--- src/hdl/hsc_fifo.sv ---
// Small two-entry queue used between the input port, the back part and the result port.
`timescale 1ns / 1ps
module hsc_fifo #(
  parameter int W = 8
) (
  input  logic         clk,
  input  logic         rst,
  input  logic         push,
  input  logic [W-1:0] din,
  output logic         full,
  input  logic         pop,
  output logic [W-1:0] dout,
  output logic         empty
);
  logic [W-1:0] mem [2];
  logic         wp;
  logic         rp;
  logic [1:0]   cnt;

  assign full  = (cnt == 2'd2);
  assign empty = (cnt == 2'd0);
  assign dout  = mem[rp];

  always_ff @(posedge clk) begin
    if (push && !full) begin
      mem[wp] <= din;
    end
    if (rst) begin
      wp  <= 1'b0;
      rp  <= 1'b0;
      cnt <= 2'd0;
    end else begin
      if (push && !full) begin
        wp <= ~wp;
      end
      if (pop && !empty) begin
        rp <= ~rp;
      end
      cnt <= cnt + {1'b0, push && !full} - {1'b0, pop && !empty};
    end
  end

`ifndef SYNTHESIS
  a_cnt_range: assert property (@(posedge clk) disable iff (rst) cnt != 2'd3)
    else $error("queue count out of range");
  a_no_over: assert property (@(posedge clk) disable iff (rst)
    full && !(pop && !empty) |=> full)
    else $error("full queue lost an entry");
  a_hold: assert property (@(posedge clk) disable iff (rst)
    !empty && !pop && !(push && !full) |=> cnt == $past(cnt))
    else $error("queue count changed while idle");
`endif
endmodule

--- config.mk ---
export PLATFORM = sky130hd
export DESIGN_NAME = hsc_fifo
export DESIGN_NICKNAME = d
export VERILOG_FILES = /design/src/hdl/hsc_fifo.sv
export SDC_FILE = /design/constraint.sdc
export NUM_CORES = 1
export LEC_CHECK = 0
export ABC_AREA = 1
export BUFFER_PORTS_ARGS = -buffer_cell sky130_fd_sc_hd__clkbuf_2
export CAP_MARGIN = 0
export CORE_UTILIZATION = 40
export DETAILED_ROUTE_END_ITERATION = 8
export SLEW_MARGIN = 0
export SYNTH_ARGS = -nofsm -noshare
export SYNTH_HDL_FRONTEND = slang
export SYNTH_SLANG_ARGS = --single-unit
--- constraint.sdc ---
create_clock -name clk -period 4.43 [get_ports clk]
set_input_delay 0 -clock clk [delete_from_list [all_inputs] [get_ports clk]]
set_output_delay 0 -clock clk [all_outputs]
set_load 0.05 [all_outputs]
* Yosys cells after proc, flatten, opt, wreduce, memory -nomap -nowiden *
Memories as Yosys holds them, arrays and structs flattened. A register that Yosys moved wholly into a read port is not among the register bits.
Index checks and enable logic that the tools add are counted.
W data, S select, Z words.

cells by class
  add/subtract/negate cells = 2
  multipliers = 0
  div/mod/pow operators = 0
  $lt $le $gt $ge = 0
  equal/unequal tests = 1
  shifts and indexed selects = 0
  multiplexer cells = 4
  bitwise operators = 2
  reductions and logical operators = 5

operators by type and width
  operator              count
  $mux W1               4
  $add A2 B1 Y2         1
  $eq A2 B2 Y1 const B  1
  $logic_and A1 B1 Y1   2
  $logic_not A1 Y1      2
  $logic_not A2 Y1      1
  $not A1 Y1            2
  $sub A2 B1 Y2         1

storage, ports and cells
  bits in registers = 4
  latch bits = 0
  memory bits (writable) = 16
  ROM bits = 0
  input bits = 12
  output and inout bits = 10
  word-level logic and storage cells = 18
  memories kept = 1

memory list
  memory  depth  bits a word  read ports  clocked after Yosys merged registers in  wr ports  line  text
  mem     2      8            1           1                                        1         15    logic [W-1:0] mem [2];

* Depth between registers and ports, before layout *
  word-level depth = 5
  gate-level depth with buffers = 11
  mapped depth without buffers = 11

* Worst setup path before layout *
Ideal clock, no wire load.

  path kind = register to register
  start point = register cnt[1]
  end point = register cnt[1]
  library setup time = 115 ps
  arrival time = 1618 ps
  data required time = 4315 ps
  setup slack = 2697 ps
  cell stages (with the launch flop) = 10
  buffers on the path = 0
  period minus slack after synthesis = 1733 ps
  cells stage by stage = dfxtp_1 > nor2_2 > nor2_2 > ha_1 > inv_1 > ha_1 > inv_1 > nand2_1 > a21oi_1 > nor2_1

between the ends
  elaborated cells between the ends (all ways) = 8
  those cells by class = add/sub (2); eq/ne (1); reduce/logical (5)

RTL lines
  what                    line  text
  start, declared         18    logic [1:0] cnt;
  start signal, assigned  39    cnt <= cnt + {1'b0, push && !full} - {1'b0, pop && !empty};
  $logic_not A2 Y1        21    assign empty = (cnt == 2'd0);
  net empty               13    output logic empty
  $logic_not A1 Y1        39
  $logic_and A1 B1 Y1     39
  $sub A2 B1 Y2           39

The timed path passes the listed nets, and every way through them passes these cells.
A chain may end at the register's enable or synchronous reset.

* Final worst setup path *
  start point = register cnt[0]
  end point = memory mem[0][5] (enable)

between the ends
  cells in the longest elaborated chain, start to end = 5

ends and longest elaborated chain
  what                           line  text
  $eq A2 B2 Y1                   20    assign full = (cnt == 2'd2);
  $logic_not A1 Y1               25    if (push && !full) begin
  $logic_and A1 B1 Y1            25
  $mux W1                        25
  $mux W1 (not written as such)  26    mem[wp] <= din;
  end, declared                  15

No other way between the ends.

==> impl_metrics.env <==
export IMPL_outcome="complete, no violations"
export IMPL_vias_per_cell=4.22
export IMPL_area_growth_syn_to_layout_pct=29.4
export IMPL_drt_pass1_iter_count=3
export IMPL_wl_um=1270
export IMPL_ant_nets=0
export IMPL_pwr_density_cell_nw_per_um2=587
export IMPL_setup_worst_path_start="cnt[0]$_SDFF_PP0_"
export IMPL_timing_fmax_mhz=633
export IMPL_critical_path_class="flip-flop to flip-flop"
export IMPL_fin_setup_tns_ns=0
export IMPL_register_area_um2=581
export IMPL_synth_top_cell_area_share_pct=55.3
export IMPL_r2r_end="mem[0][5]$_DFFE_PP_"
export IMPL_root_buffer="clkbuf_4"
export IMPL_path_clk_slew_ns=0.12
export IMPL_boundaryPins=22
export IMPL_synthTopCellsByCount="16 x edfxtp_1, 10 x inv_1, 8 x mux2_4, 8 x nand2_1, 7 x nor2_1"
export IMPL_numCtsBuffers=3
export IMPL_nets=113
export IMPL_rsz0062_at_grt="no"
export IMPL_clockBufferDepth=2
export IMPL_synth_largest_area_cell="edfxtp_1"
export IMPL_drive_above_1_share_pct=35.7
export IMPL_slew_violations=0
export IMPL_drc=0
export IMPL_drv_cap=0
export IMPL_worst_hold_slack_ns=0.000752
export IMPL_internal_power_uw=382
export IMPL_clockPowerShare_pct=13.7
export IMPL_dp_slack_ns=2.84
export IMPL_grt_pass1_wl_um=1960
export IMPL_hp_start="pop"
export IMPL_post_route_util_pct=56.1
export IMPL_grt_max_degree=13
export IMPL_grt_overflow_total=0
export IMPL_start_util_pct=43.4
export IMPL_r2r_cells=4
export IMPL_syn_nets=78
export IMPL_rows=16
export IMPL_clock_skew_final_ns=0.00281
export IMPL_min_path_type="input port to flip-flop"
export IMPL_synth_edf_count=16
export IMPL_r2r_start="cnt[0]$_SDFF_PP0_"
export IMPL_worst_pin_slew_ns=0.731
export IMPL_finalHoldViolCount=0
export IMPL_async_reset_ff_share_pct=0
export IMPL_synth_area_top_cells="edfxtp_1 55%, mux2_4 14%, dfxtp_1 12%, inv_1 4.3%, nand2_1 3.5%"
export IMPL_cts_num_sinks=21
export IMPL_dieHeight_um=48.6
export IMPL_p_seq_share_pct=42.5
export IMPL_rrSetupSlack_ns=2.85
export IMPL_syn_avg_cell_area_um2=13.6
export IMPL_swShare_pct=42.1
export IMPL_dp_hpwl_um=897
export IMPL_ys_seq_area_share_pct=66.9
export IMPL_cp_end_kind="flip-flop"
export IMPL_ys_ff_latch=21
export IMPL_drt_iter0_markers=5
export IMPL_yosysMostFrequentCell="edfxtp_1"
export IMPL_leakagePower_uw=0.000508
export IMPL_mappedNetlistArea_um2=868
export IMPL_die_area_um2=2360
export IMPL_synthesis_instances=64
export IMPL_ys_types=11
export IMPL_p_comb_share_pct=43.8
export IMPL_ir_drop_uv=305
export IMPL_cp_start_kind="flip-flop"
export IMPL_grt_pass1_vias=436
export IMPL_setup_viol=0
export IMPL_place_gp_congestion=0.667
export IMPL_cp_max_fo=8
export IMPL_n_fill_cell=187
export IMPL_layout_setup_ws_ns=2.85
export IMPL_cp_arrival_ns=1.52
export IMPL_synth_warning_count=0
export IMPL_hold_depth=4
export IMPL_power_switching_uw=278
export IMPL_vias=528
export IMPL_multiInputGateArea_um2=239
export IMPL_antenna_diode_count=0
export IMPL_port_buffers=21
export IMPL_worstHoldEndpoint="rp$_SDFFE_PP0P_"
export IMPL_antenna_found_initial=0
export IMPL_clk_latency_ns=0.30
export IMPL_cts_tree="built"
export IMPL_fp_dieW_um=48.6
export IMPL_grt_usage_pct=11.5
export IMPL_avgRoutedWirePerCell_um=10.1
export IMPL_timing_final_crit_share_pct=35.7
export IMPL_core_um2=2000
export IMPL_post_cts_resized=0
export IMPL_period_needed_ns=1.58
export IMPL_ys_flop_type="edfxtp_1"
export IMPL_htreeDepth=1
export IMPL_crit_required_ns=4.37
export IMPL_slew_headroom_pct=51.1
## placed cells by master (no fill, tap or decap)
master and instances:
clkbuf_2 21, nand2_1 8, nand3_1 3, inv_1 10, clkbuf_4 3, dfxtp_1 5, ha_1 2, dlygate4sd3_1 10
mux2_4 8, nor2_1 7, clkinv_2 1, nor2_2 2, edfxtp_1 16, a21oi_1 2
## per-stage QoR
stage / std cells / instance area [um2] / power [uW]
after global routing: 125 / 1120 / 696
after floorplan: 64 / 868 / 521
after detailed placement: 111 / 996 / 571
final: 125 / 1120 / 660
after CTS: 125 / 1120 / 665
after global placement: 111 / 996 / 565
## worst max-delay path: stages (launching register included)
cell and delay (ns):
dfxtp_1 0.39, inv_1 0.07, nand2_1 0.12, nand2_1 0.09
nor2_1 0.57
## cell type report
type,count,area share (%)
clock buffers,3,2.00
multi-input cells,32,21.3
flip-flops and latches,21,51.7
repair buffers,31,18.3
inverters,10,3.34
clock inverters,1,0.445
well taps,27,3.01
## metal layers
metal | vias up | global-route usage [%] | part of all wire, %
met5 | - | 0 | 0
met4 | 0 | 7.35 | 2.4
met3 | 4 | 2.52 | 5.0
met2 | 15 | 18.3 | 47
met1 | 229 | 14.2 | 46
li1 | 280 | - | -
## what timing repair did
item,CTS,global route
hold endpoints to repair,19,0
hold buffers,10,0
setup buffers,0,0
## power groups by stage
| stage | Clock [uW] | Sequential (uW) | Combinational (uW) |
|---|---|---|---|
| finish | 90.4 | 281 | 289 |
| global route | 100 | 286 | 310 |
| CTS | 91.4 | 282 | 292 |
| detailed placement | 0 | 286 | 285 |
| global placement | 0 | 284 | 281 |
| floorplan | 0 | 271 | 250 |
## how the worst max path moves through the flow
stage | to | slack [ns] | cells after the start
after floorplan | cnt[1]$_SDFF_PP0_ | 2.70 | 9
after global placement | mem[0][5]$_DFFE_PP_ | 2.89 | 4
after detailed placement | mem[0][5]$_DFFE_PP_ | 2.84 | 4
after CTS | mem[0][5]$_DFFE_PP_ | 2.82 | 4
after global routing | mem[0][1]$_DFFE_PP_ | 2.72 | 4
final | mem[0][5]$_DFFE_PP_ | 2.85 | 4
## flip-flops by register name, indices dropped and copies added (netlist names), named ones only
register	cells
mem	16
rp	1
cnt	2
wp	1
## kinds of logic after synthesis
kind of cell             after synthesis  synth area share [%]
AO/OA/AOI/OAI                          2                  1.15
adder cells (fa/ha/maj)                2                  2.88
buffers and inverters                 11                  5.62
flip-flops                            21                  66.9
multiplexers                           8                  13.8
AND/OR/NAND/NOR                       20                  9.65
Note: power is estimated with default switching activity, not from simulation.
